$ cat src/rtl/assert_macros.svh
// assertion macros used by the converter rtl
`ifndef ASSERT_MACROS_SVH
`define ASSERT_MACROS_SVH
`ifndef ASSERT_OFF
// property checked on every clock edge outside reset
`define ASSERT_P(lbl, prop) \
  lbl: assert property (@(posedge clk_i) disable iff (!rst_ni) (prop)) \
    else $error("assertion failed");
// implication checked in the same cycle
`define ASSERT_IMPL(lbl, ante, cons) \
  lbl: assert property (@(posedge clk_i) disable iff (!rst_ni) (ante) |-> (cons)) \
    else $error("assertion failed");
// implication whose consequence is checked in the cycle after the antecedent
`define ASSERT_NEXT(lbl, ante, cons) \
  lbl: assert property (@(posedge clk_i) disable iff (!rst_ni) (ante) |=> (cons)) \
    else $error("assertion failed");
`else
`define ASSERT_P(lbl, prop)
`define ASSERT_IMPL(lbl, ante, cons)
`define ASSERT_NEXT(lbl, ante, cons)
`endif
`endif

$ cat src/rtl/u8u16_pkg.sv
// shared types and constants of the utf-8 to utf-16 stream converter
package u8u16_pkg;

  localparam int unsigned ByteW  = 8;
  localparam int unsigned UnitW  = 16;
  localparam int unsigned PointW = 21;

  localparam logic [UnitW-1:0]  HiSurBase  = 16'hD800;
  localparam logic [UnitW-1:0]  LoSurBase  = 16'hDC00;
  localparam logic [25:0]       SupplBase  = 26'h0010000;
  localparam logic [ByteW-1:0]  ContMask   = 8'b0011_1111;
  localparam logic [ByteW-1:0]  Lead2Mask  = 8'b1110_0000;
  localparam logic [ByteW-1:0]  Lead2Code  = 8'b1100_0000;
  localparam logic [ByteW-1:0]  Lead3Mask  = 8'b1111_0000;
  localparam logic [ByteW-1:0]  Lead3Code  = 8'b1110_0000;
  localparam logic [ByteW-1:0]  Lead4Mask  = 8'b1111_1000;
  localparam logic [ByteW-1:0]  Lead4Code  = 8'b1111_0000;

  // one result transaction
  typedef struct packed {
    logic [UnitW-1:0] code_unit;
    logic             unit_valid;
    logic             msg_error;
    logic             msg_end;
  } unit_res_t;

endpackage

$ cat src/rtl/u8u16_if.sv
// stream interfaces for utf-8 bytes in and utf-16 units out
interface u8u16_byte_if;
  logic                           valid;
  logic                           ready;
  logic [u8u16_pkg::ByteW-1:0]    in_byte;
  logic                           in_last;

  modport source (output valid, output in_byte, output in_last, input ready);
  modport sink (input valid, input in_byte, input in_last, output ready);
endinterface

interface u8u16_unit_if;
  logic                           valid;
  logic                           ready;
  logic [u8u16_pkg::UnitW-1:0]    code_unit;
  logic                           unit_valid;
  logic                           msg_error;
  logic                           msg_end;

  modport source (output valid, output code_unit, output unit_valid,
                  output msg_error, output msg_end, input ready);
  modport sink (input valid, input code_unit, input unit_valid,
                input msg_error, input msg_end, output ready);
endinterface

$ cat src/rtl/utf8_to_utf16_stream.sv
// utf-8 to utf-16 stream converter top level
// a result is written to the output register at the edge that takes its byte
// throughput: one byte per cycle while the output accepts; a 4-byte sequence's low surrogate sits in a
//   second register and holds off input until it moves into the output register
// reset: asynchronous, active low; clears the decode state and the valid flags of
//   both result registers
`include "assert_macros.svh"

module utf8_to_utf16_stream (
  input  logic        clk_i,
  input  logic        rst_ni,
  u8u16_byte_if.sink  in_i,
  u8u16_unit_if.source out_o
);

  // decode state
  logic [u8u16_pkg::PointW-1:0] point_q, point_d;
  logic [1:0]                   pending_q, pending_d;
  logic                         four_q, four_d;
  logic                         err_q, err_d;

  // result registers
  u8u16_pkg::unit_res_t out_q, out_d, pend_q, pend_d;
  logic                 out_valid_q, out_valid_d, pend_valid_q, pend_valid_d;

  logic in_ready, in_fire, out_fire;
  logic [u8u16_pkg::ByteW-1:0] b;
  logic [u8u16_pkg::PointW-1:0] shifted;
  logic [25:0] sur_v;
  logic [1:0]  n_units;
  logic [1:0]  n_res;
  logic [u8u16_pkg::UnitW-1:0] unit0, unit1;
  u8u16_pkg::unit_res_t res0, res1;

  assign in_ready  = !pend_valid_q && (!out_valid_q || out_o.ready);
  assign in_fire   = in_i.valid && in_ready;
  assign out_fire  = out_valid_q && out_o.ready;
  assign in_i.ready = in_ready;

  assign b       = in_i.in_byte;
  assign shifted = {point_q[u8u16_pkg::PointW-7:0], b[5:0] & u8u16_pkg::ContMask[5:0]};
  assign sur_v   = {5'd0, shifted} - u8u16_pkg::SupplBase;

  // byte decode
  always_comb begin
    point_d   = point_q;
    pending_d = pending_q;
    four_d    = four_q;
    err_d     = err_q;
    n_units   = 2'd0;
    unit0     = '0;
    unit1     = '0;
    if (!err_q) begin
      if (pending_q != 2'd0) begin
        point_d   = shifted;
        pending_d = pending_q - 2'd1;
        if (pending_q == 2'd1) begin
          if (four_q) begin
            unit0   = u8u16_pkg::HiSurBase + sur_v[25:10];
            unit1   = u8u16_pkg::LoSurBase + {6'd0, sur_v[9:0]};
            n_units = 2'd2;
          end else begin
            unit0   = shifted[u8u16_pkg::UnitW-1:0];
            n_units = 2'd1;
          end
          point_d = '0;
          four_d  = 1'b0;
        end
      end else if (!b[7]) begin
        unit0   = {8'd0, b};
        n_units = 2'd1;
      end else if ((b & u8u16_pkg::Lead2Mask) == u8u16_pkg::Lead2Code) begin
        point_d   = {16'd0, b[4:0]};
        pending_d = 2'd1;
        four_d    = 1'b0;
      end else if ((b & u8u16_pkg::Lead3Mask) == u8u16_pkg::Lead3Code) begin
        point_d   = {17'd0, b[3:0]};
        pending_d = 2'd2;
        four_d    = 1'b0;
      end else if ((b & u8u16_pkg::Lead4Mask) == u8u16_pkg::Lead4Code) begin
        point_d   = {18'd0, b[2:0]};
        pending_d = 2'd3;
        four_d    = 1'b1;
      end else begin
        err_d = 1'b1;
      end
    end
  end

  // build the result transactions of this byte
  always_comb begin
    res0 = '{code_unit: unit0, unit_valid: 1'b1, msg_error: 1'b0, msg_end: 1'b0};
    res1 = '{code_unit: unit1, unit_valid: 1'b1, msg_error: 1'b0, msg_end: 1'b0};
    n_res = n_units;
    if (in_i.in_last) begin
      case (n_units)
        2'd0: begin
          res0  = '{code_unit: '0, unit_valid: 1'b0, msg_error: err_d, msg_end: 1'b1};
          n_res = 2'd1;
        end
        2'd1: begin
          res0.msg_error = err_d;
          res0.msg_end   = 1'b1;
        end
        2'd2: begin
          res1.msg_error = err_d;
          res1.msg_end   = 1'b1;
        end
        default: begin
          n_res = n_units;
        end
      endcase
    end
  end

  // result register control
  always_comb begin
    out_d        = out_q;
    pend_d       = pend_q;
    out_valid_d  = out_valid_q;
    pend_valid_d = pend_valid_q;
    if (out_fire) begin
      if (pend_valid_q) begin
        out_d        = pend_q;
        pend_valid_d = 1'b0;
      end else begin
        out_valid_d = 1'b0;
      end
    end
    if (in_fire && (n_res != 2'd0)) begin
      out_d       = res0;
      out_valid_d = 1'b1;
      if (n_res == 2'd2) begin
        pend_d       = res1;
        pend_valid_d = 1'b1;
      end
    end
  end

  // control and decode state registers
  always_ff @(posedge clk_i or negedge rst_ni) begin
    if (!rst_ni) begin
      point_q      <= '0;
      pending_q    <= '0;
      four_q       <= 1'b0;
      err_q        <= 1'b0;
      out_valid_q  <= 1'b0;
      pend_valid_q <= 1'b0;
    end else begin
      out_valid_q  <= out_valid_d;
      pend_valid_q <= pend_valid_d;
      if (in_fire) begin
        if (in_i.in_last) begin
          point_q   <= '0;
          pending_q <= '0;
          four_q    <= 1'b0;
          err_q     <= 1'b0;
        end else begin
          point_q   <= point_d;
          pending_q <= pending_d;
          four_q    <= four_d;
          err_q     <= err_d;
        end
      end
    end
  end

  // payload registers
  always_ff @(posedge clk_i) begin
    out_q  <= out_d;
    pend_q <= pend_d;
  end

  assign out_o.valid      = out_valid_q;
  assign out_o.code_unit  = out_q.code_unit;
  assign out_o.unit_valid = out_q.unit_valid;
  assign out_o.msg_error  = out_q.msg_error;
  assign out_o.msg_end    = out_q.msg_end;

  // checks
  `ASSERT_IMPL(a_pend_behind_out, pend_valid_q, out_valid_q)
  `ASSERT_IMPL(a_pend_blocks_input, pend_valid_q, !in_ready)
  `ASSERT_IMPL(a_pend_is_low_sur, pend_valid_q, pend_q.unit_valid && (pend_q.code_unit[15:10] == 6'b110111))
  `ASSERT_NEXT(a_last_clears, in_fire && in_i.in_last, (pending_q == 2'd0) && !err_q && !four_q)

endmodule

$ cat src/flat_wrapper.sv
// flat-port wrapper written by rule: the top's interface ports become plain ports
module utf8_to_utf16_stream_flat 
  (clk_i, rst_ni, in_i_valid, in_i_in_byte, in_i_in_last, in_i_ready, out_o_valid, out_o_code_unit, out_o_unit_valid, out_o_msg_error, out_o_msg_end, out_o_ready);
  u8u16_byte_if in_i_i ();
  u8u16_unit_if out_o_i ();
  input  logic clk_i;
  input  logic rst_ni;
  input wire logic [$bits(in_i_i.valid)-1:0] in_i_valid;
  input wire logic [$bits(in_i_i.in_byte)-1:0] in_i_in_byte;
  input wire logic [$bits(in_i_i.in_last)-1:0] in_i_in_last;
  output wire logic [$bits(in_i_i.ready)-1:0] in_i_ready;
  output wire logic [$bits(out_o_i.valid)-1:0] out_o_valid;
  output wire logic [$bits(out_o_i.code_unit)-1:0] out_o_code_unit;
  output wire logic [$bits(out_o_i.unit_valid)-1:0] out_o_unit_valid;
  output wire logic [$bits(out_o_i.msg_error)-1:0] out_o_msg_error;
  output wire logic [$bits(out_o_i.msg_end)-1:0] out_o_msg_end;
  input wire logic [$bits(out_o_i.ready)-1:0] out_o_ready;
  assign in_i_i.valid = in_i_valid;
  assign in_i_i.in_byte = in_i_in_byte;
  assign in_i_i.in_last = in_i_in_last;
  assign in_i_ready = in_i_i.ready;
  assign out_o_valid = out_o_i.valid;
  assign out_o_code_unit = out_o_i.code_unit;
  assign out_o_unit_valid = out_o_i.unit_valid;
  assign out_o_msg_error = out_o_i.msg_error;
  assign out_o_msg_end = out_o_i.msg_end;
  assign out_o_i.ready = out_o_ready;
  utf8_to_utf16_stream u_core (.clk_i(clk_i), .rst_ni(rst_ni), .in_i(in_i_i), .out_o(out_o_i));
endmodule
$ cat config.mk
export PLATFORM = sky130hd
export DESIGN_NAME = utf8_to_utf16_stream_flat
export DESIGN_NICKNAME = d
export VERILOG_FILES = /design/src/rtl/u8u16_pkg.sv /design/src/rtl/u8u16_if.sv /design/src/rtl/utf8_to_utf16_stream.sv /design/src/flat_wrapper.sv
export VERILOG_INCLUDE_DIRS = /design/src /design/src/rtl
export SDC_FILE = /design/constraint.sdc
export NUM_CORES = 1
export LEC_CHECK = 0
export BUFFER_PORTS_ARGS = -buffer_cell sky130_fd_sc_hd__clkbuf_2
export CORE_ASPECT_RATIO = 0.6
export CORE_MARGIN = 2
export CORE_UTILIZATION = 40
export DETAILED_ROUTE_END_ITERATION = 12
export GPL_ROUTABILITY_DRIVEN = 0
export GPL_TIMING_DRIVEN = 0
export HOLD_SLACK_MARGIN = 0.02
export PLACE_DENSITY_LB_ADDON = 0.15
export SYNTH_ARGS = -nofsm -noshare
export SYNTH_HDL_FRONTEND = slang
export SYNTH_SLANG_ARGS = --single-unit
$ cat constraint.sdc
create_clock -name clk_i -period 2.25 [get_ports clk_i]
set_clock_uncertainty 0.05 [all_clocks]
set_input_delay 0.3375 -clock clk_i [delete_from_list [all_inputs] [get_ports clk_i]]
set_output_delay 0.3375 -clock clk_i [all_outputs]
set_load 0.01 [all_outputs]
-- Word-level counts from Yosys, hierarchy flattened
Cells that the tools add are included.
- register bits after elaboration: 58
- logic and storage cells: 107
- input bits: 13
- output and inout port bits: 21
- memories: 0
- ROM bits: 0
- bits in writable memories: 0
- bits in latches: 0
- add/sub/neg operators: 4
- eq/ne operators: 10
- bitwise operators: 3
- div/mod/pow operators: 0
- magnitude comparators: 0
- multipliers: 0
- shift-type cells: 0
- reductions and logical operators: 22
- mux-type cells: 55
- operators with widths (operator ; number):
    two-way mux 15 bit ; 8
    two-way mux 19 bit ; 4
    two-way mux 16 bit ; 4
    two-way mux 2 bit ; 14
    two-way mux 1 bit ; 23
    subtractor 21 x 17 -> 22 bit, second input constant ; 1
    two-way mux 17 bit ; 1
    adder 15 x 11 -> 16 bit, first input constant ; 1
    adder 16 bit, first input constant ; 1
    AND reduction 2 bit ; 4
    nonzero test 2 bit ; 4
    two-way mux 7 bit ; 1
    == test 5 bit, second input constant ; 1
    AND reduction 5 bit ; 1
    nonzero test 5 bit ; 1
    == test 2 x 1 -> 1 bit, second input constant ; 2
    == test 2 bit, second input constant ; 2
    == test 4 bit, second input constant ; 1
    logical AND 1 bit ; 4
    inequality test 2 bit, second input constant ; 2
    AND reduction 4 bit ; 1
    OR reduction 4 bit ; 1
    == test 3 bit, second input constant ; 1
    inequality test 3 bit, second input constant ; 1
    other kinds (7) ; 10

-- Logic depth before layout (Yosys ltp)
- word-level depth: 11
- gate-level depth with buffers: 6
- depth with buffers taken out: 6

-- Worst setup path after synthesis
Ideal clock, no wire load.
- path type: flip-flop to flip-flop
- start point: reg u_core.out_valid_q, in the netlist u_core.out_o.valid
- end point: reg u_core.out_q (netlist bit u_core.out_o.code_unit[0]), enable pin
- period minus slack after synthesis: 2382 ps
- data required time: 1779 ps
- path slack: -132 ps
- buffers on the path: 0
- stages on the path, launching flop included: 3
- arrival: 1910 ps
- setup time: 421 ps
- path through: dfrtp_1 > nand2_1 > o21ai_0
- word-level cells in the longest chain between the ends: 7
- elaborated cells between the ends (all ways): 9
- those cells by class: 9 x reduce/logical
- RTL lines (item ; RTL line ; text):
    start: declaration ; utf8_to_utf16_stream.sv:24 ; logic out_valid_q, out_valid_d, pend_valid_q, pend_valid_d;
    start signal: assignment ; utf8_to_utf16_stream.sv:150 ; out_valid_q <= out_valid_d;
    zero test 1 bit ; utf8_to_utf16_stream.sv:35 ; assign in_ready = !pend_valid_q && (!out_valid_q || out_o.ready);
    logical OR 1 bit ; utf8_to_utf16_stream.sv:35 ;
    logical AND 1 bit ; utf8_to_utf16_stream.sv:35 ;
    logical AND 1 bit ; utf8_to_utf16_stream.sv:36 ; assign in_fire = in_i.valid && in_ready;
    logical AND 1 bit ; utf8_to_utf16_stream.sv:130 ; if (in_fire && (n_res != 2'd0)) begin
    nonzero test 2 bit (no source line) ; -- ;
    AND reduction 2 bit (no source line) (*) ; -- ;
    end signal: assignment ; utf8_to_utf16_stream.sv:170 ; out_q <= out_d;
    end: declaration ; utf8_to_utf16_stream.sv:23 ; u8u16_pkg::unit_res_t out_q, out_d, pend_q, pend_d;
Every way passes the cells marked *; elsewhere a longest branch is shown, timed or not.
A chain may end at the register's enable or synchronous reset.

-- Worst setup path after layout
- start point: reg u_core.pending_q[0]
- end point: reg u_core.out_q (netlist bit u_core.out_o.code_unit[10]), enable pin
- word-level cells in the longest chain between the ends: 11
- elaborated cells between the ends (all ways): 13
- those cells by class: 1 x eq/ne; 5 x mux; 7 x reduce/logical
- RTL lines (item ; RTL line ; text):
    start: declaration ; utf8_to_utf16_stream.sv:18 ; logic [1:0] pending_q, pending_d;
    start signal: assignment ; utf8_to_utf16_stream.sv:160 ; pending_q <= pending_d;
    == test 2 x 1 -> 1 bit ; utf8_to_utf16_stream.sv:57 ; if (pending_q == 2'd1) begin
    two-way mux 2 bit ; utf8_to_utf16_stream.sv:57 ;
    two-way mux 2 bit (*) ; utf8_to_utf16_stream.sv:54 ; if (pending_q != 2'd0) begin
    two-way mux 2 bit (*) ; utf8_to_utf16_stream.sv:53 ; if (!err_q) begin
    zero test 2 bit ; utf8_to_utf16_stream.sv:96 ; case (n_units)
    two-way mux 2 bit ; utf8_to_utf16_stream.sv:96 ;
    two-way mux 2 bit (*) ; utf8_to_utf16_stream.sv:95 ; if (in_i.in_last) begin
    nonzero test 2 bit (*) ; utf8_to_utf16_stream.sv:130 ;
    logical AND 1 bit (*) ; utf8_to_utf16_stream.sv:130 ;
    nonzero test 2 bit (no source line) ; -- ;
    AND reduction 2 bit (no source line) (*) ; -- ;
Marked as above.

==> results.cfg <==
[global_routing]
grt_usage = 0.1791
grt_max_degree = 22
grt_pass1_wl_mm = 9.308
grt_antenna_before_repair = 0
first_global_vias = 1617
gr-total-overflow = 0

[sta]
max-slew-margin-rel = 0.5526
slew_violations = 0
setup_viol = 0
hold_violations = 0
rsz0062_at_grt = false
finalCritPeriodShare = 0.9304
worst_pin_slew_ps = 668.6
max_freq_ghz = 0.4777
whs_ps = 276.3
min_period_ps = 2093

[pwr]
p_sw_uw = 943.4
comb_power_share = 0.311
pwr-share-seq = 0.478
intPower_uw = 1709
leakagePower_uw = 0.001204
ir_drop_v = 0.0004705
switching_share = 0.3556
powerDensity_nw_per_um2 = 904.9
clkPwrFrac = 0.211

[cts]
cts_tree = yes
root_buffer = clkbuf_8
clk_pin_slew_ps = 100
postCtsSetupBuffers = 0
cts-buffers-inserted = 5
clock-sinks = 53
cts_max_level = 2
clockBufferDepth = 2
worstSkewPairLatency_ps = 310

[logic_synthesis]
ys_ff_latch = 53
async_flop_share = 0.3962
synthesis.nets = 221
synth_edf_count = 32
seq_area_frac_synth = 0.5846
avgSynthCellArea_um2 = 12.28
synthDistinctLibCells = 51
synthCells = 207
yosysWarnings = 0
syn_area_um2 = 2542
ys.flop_type = edfxtp_1

[worst_setup_path]
path_cells = nor2b_1 -> nor3_2 -> o21ai_2 -> buf_2 -> o21ai_4
required_ps = 2220
cp.arrival_ps = 2060
cpMaxStageDelayCell = dfrtp_1
worstSetupStartpointType = flop
path_max_fanout = 19
path_buf_inv = 1
critical_path_class = reg -> reg
cp-end-kind = flop
slowest_delay_ps = 460
r2r_slack_ps = 160
crit_family = compound AO/OA/AOI/OAI gates

[placement]
dp.cells = 323
dp_hpwl_mm = 4.359
dpl_cell_area_um2 = 2811
portBuffers = 32

[flow_run]
max-cap-violations = 0

[die]
rows = 22
die_h_um = 65.76
fp.dieW_um = 106.9
start_util = 0.4142
ioPinCount = 34
core_area_um2 = 6138
die_area_um2 = 7031

[route]
met1_length_mm = 3.280
routed_wl_mm = 5.804
first_pass_iters = 5
wl_met2_mm = 2.102
vias_per_cell = 5.545
drc_errors = 0
vias = 1841
drt_iter0_markers = 143
wl_met3_um = 378
ant_nets = 0
wl_per_cell_um = 17.48
dr.max_layer_used = met4

[cells_and_area]
nets = 261
post-route-util = 0.4776
drive_gt1_frac = 0.2984
fill_cells = 563
syn_to_final_growth_pct = 15.31
finalInstanceArea_um2 = 2932
antenna_cells = 0
instances_no_fill = 332
layout_common_cells = clkbuf_2, edfxtp_1, dfrtp_1

[outcome]
status = complete, no violations

[hold_path]
min_path_type = in -> reg
## cell families after synthesis
family	Yosys count	share of synthesized area
AO/OA/AOI/OAI	64	0.2057
XOR/XNOR	3	0.01034
adder cells (fa/ha/maj)	1	0.004920
buffers and inverters	19	0.03592
flip-flops	53	0.5846
multiplexers	7	0.03051
other	1	0.001475
AND/OR/NAND/NOR	59	0.1265
## synthesized netlist by cell type, types with 4 or more instances
| cell | number | area [um^2] |
|---|---|---|
| inv_1 | 8 | 30.03 |
| dfrtp_1 | 21 | 525.5 |
| o21ai_0 | 12 | 60.06 |
| nand3_1 | 5 | 25.02 |
| nand2_1 | 6 | 22.52 |
| and2_1 | 10 | 62.56 |
| clkbuf_1 | 4 | 15.01 |
| a21oi_1 | 8 | 40.04 |
| o2bb2ai_1 | 7 | 61.31 |
| buf_2 | 4 | 20.02 |
| edfxtp_1 | 32 | 960.9 |
| a32o_2 | 14 | 157.7 |
| nor2_1 | 18 | 67.56 |
## worst paths after layout
kind,cells past startpoint,to,startpoint
max,5,u_core.out_o.code_unit[10],u_core.pending_q[0]
min,2,u_core.point_q[2],in_i_in_byte[2]
max reg2reg,5,u_core.out_o.code_unit[10],u_core.pending_q[0]
min reg2reg,1,u_core.out_o.code_unit[4],u_core.pend_q[7]
max in group asynchronous,2,u_core.point_q[12],rst_ni
min in group asynchronous,2,u_core.err_q,rst_ni
## flip-flops by register name (all words and copies together), names as in the netlist
| signal | cells |
|---|---|
| u_core.out_o.msg_error | 1 |
| u_core.err_q | 1 |
| u_core.pending_q | 2 |
| u_core.pend_q | 13 |
| u_core.out_o.valid | 1 |
| u_core.pend_valid_q | 1 |
| u_core.out_o.msg_end | 1 |
| u_core.four_q | 1 |
| u_core.out_o.code_unit | 16 |
| u_core.point_q | 15 |
| u_core.out_o.unit_valid | 1 |
## cell type report
class,count,area (um^2),area share
tap,84,105.1,0.03585
sequential,53,1486,0.5070
clock buffer,5,68.82,0.02347
inverter,8,30.03,0.01024
multi-input combinational,135,983.4,0.3355
timing repair buffer,33,170.2,0.05805
clock inverter,3,26.28,0.008963
buffer,11,61.31,0.02091
## through the flow
| stage | power [uW] | setup WS (ps) | setup TNS [ps] |
|---|---|---|---|
| floorplan | 1839 | 68.06 | 0 |
| global placement | 2099 | -371.4 | -11200 |
| detailed placement | 2100 | -313.2 | -4065 |
| CTS | 2658 | 46.41 | 0 |
| global route | 2801 | 25.03 | 0 |
| finish | 2653 | 156.6 | 0 |
## metal layers
layer  vias up  GRT usage
li1        882          -
met1       890     0.3093
met2        65     0.2158
met3         4    0.03571
met4         0    0.04058
met5         -          0
## power groups by stage
| stage | Combinational, uW | Clock (uW) | Sequential [uW] |
|---|---|---|---|
| 6_report | 824 | 560 | 1270 |
| 5_1_grt | 909 | 610 | 1280 |
| 4_1_cts | 816 | 574 | 1270 |
| 3_5_place_dp | 810 | 0 | 1290 |
| 3_3_place_gp | 810 | 0 | 1290 |
| 2_1_floorplan | 543 | 0 | 1300 |
## timing repair
item,4_1_cts,5_1_grt
gates cloned,0,0
endpoints found under the setup margin,13,19
gates resized for setup,2,1
hold endpoints to repair,21,0
hold buffers,1,0
pin swaps,0,0
No activity file was read; power rests on OpenSTA's default activity.
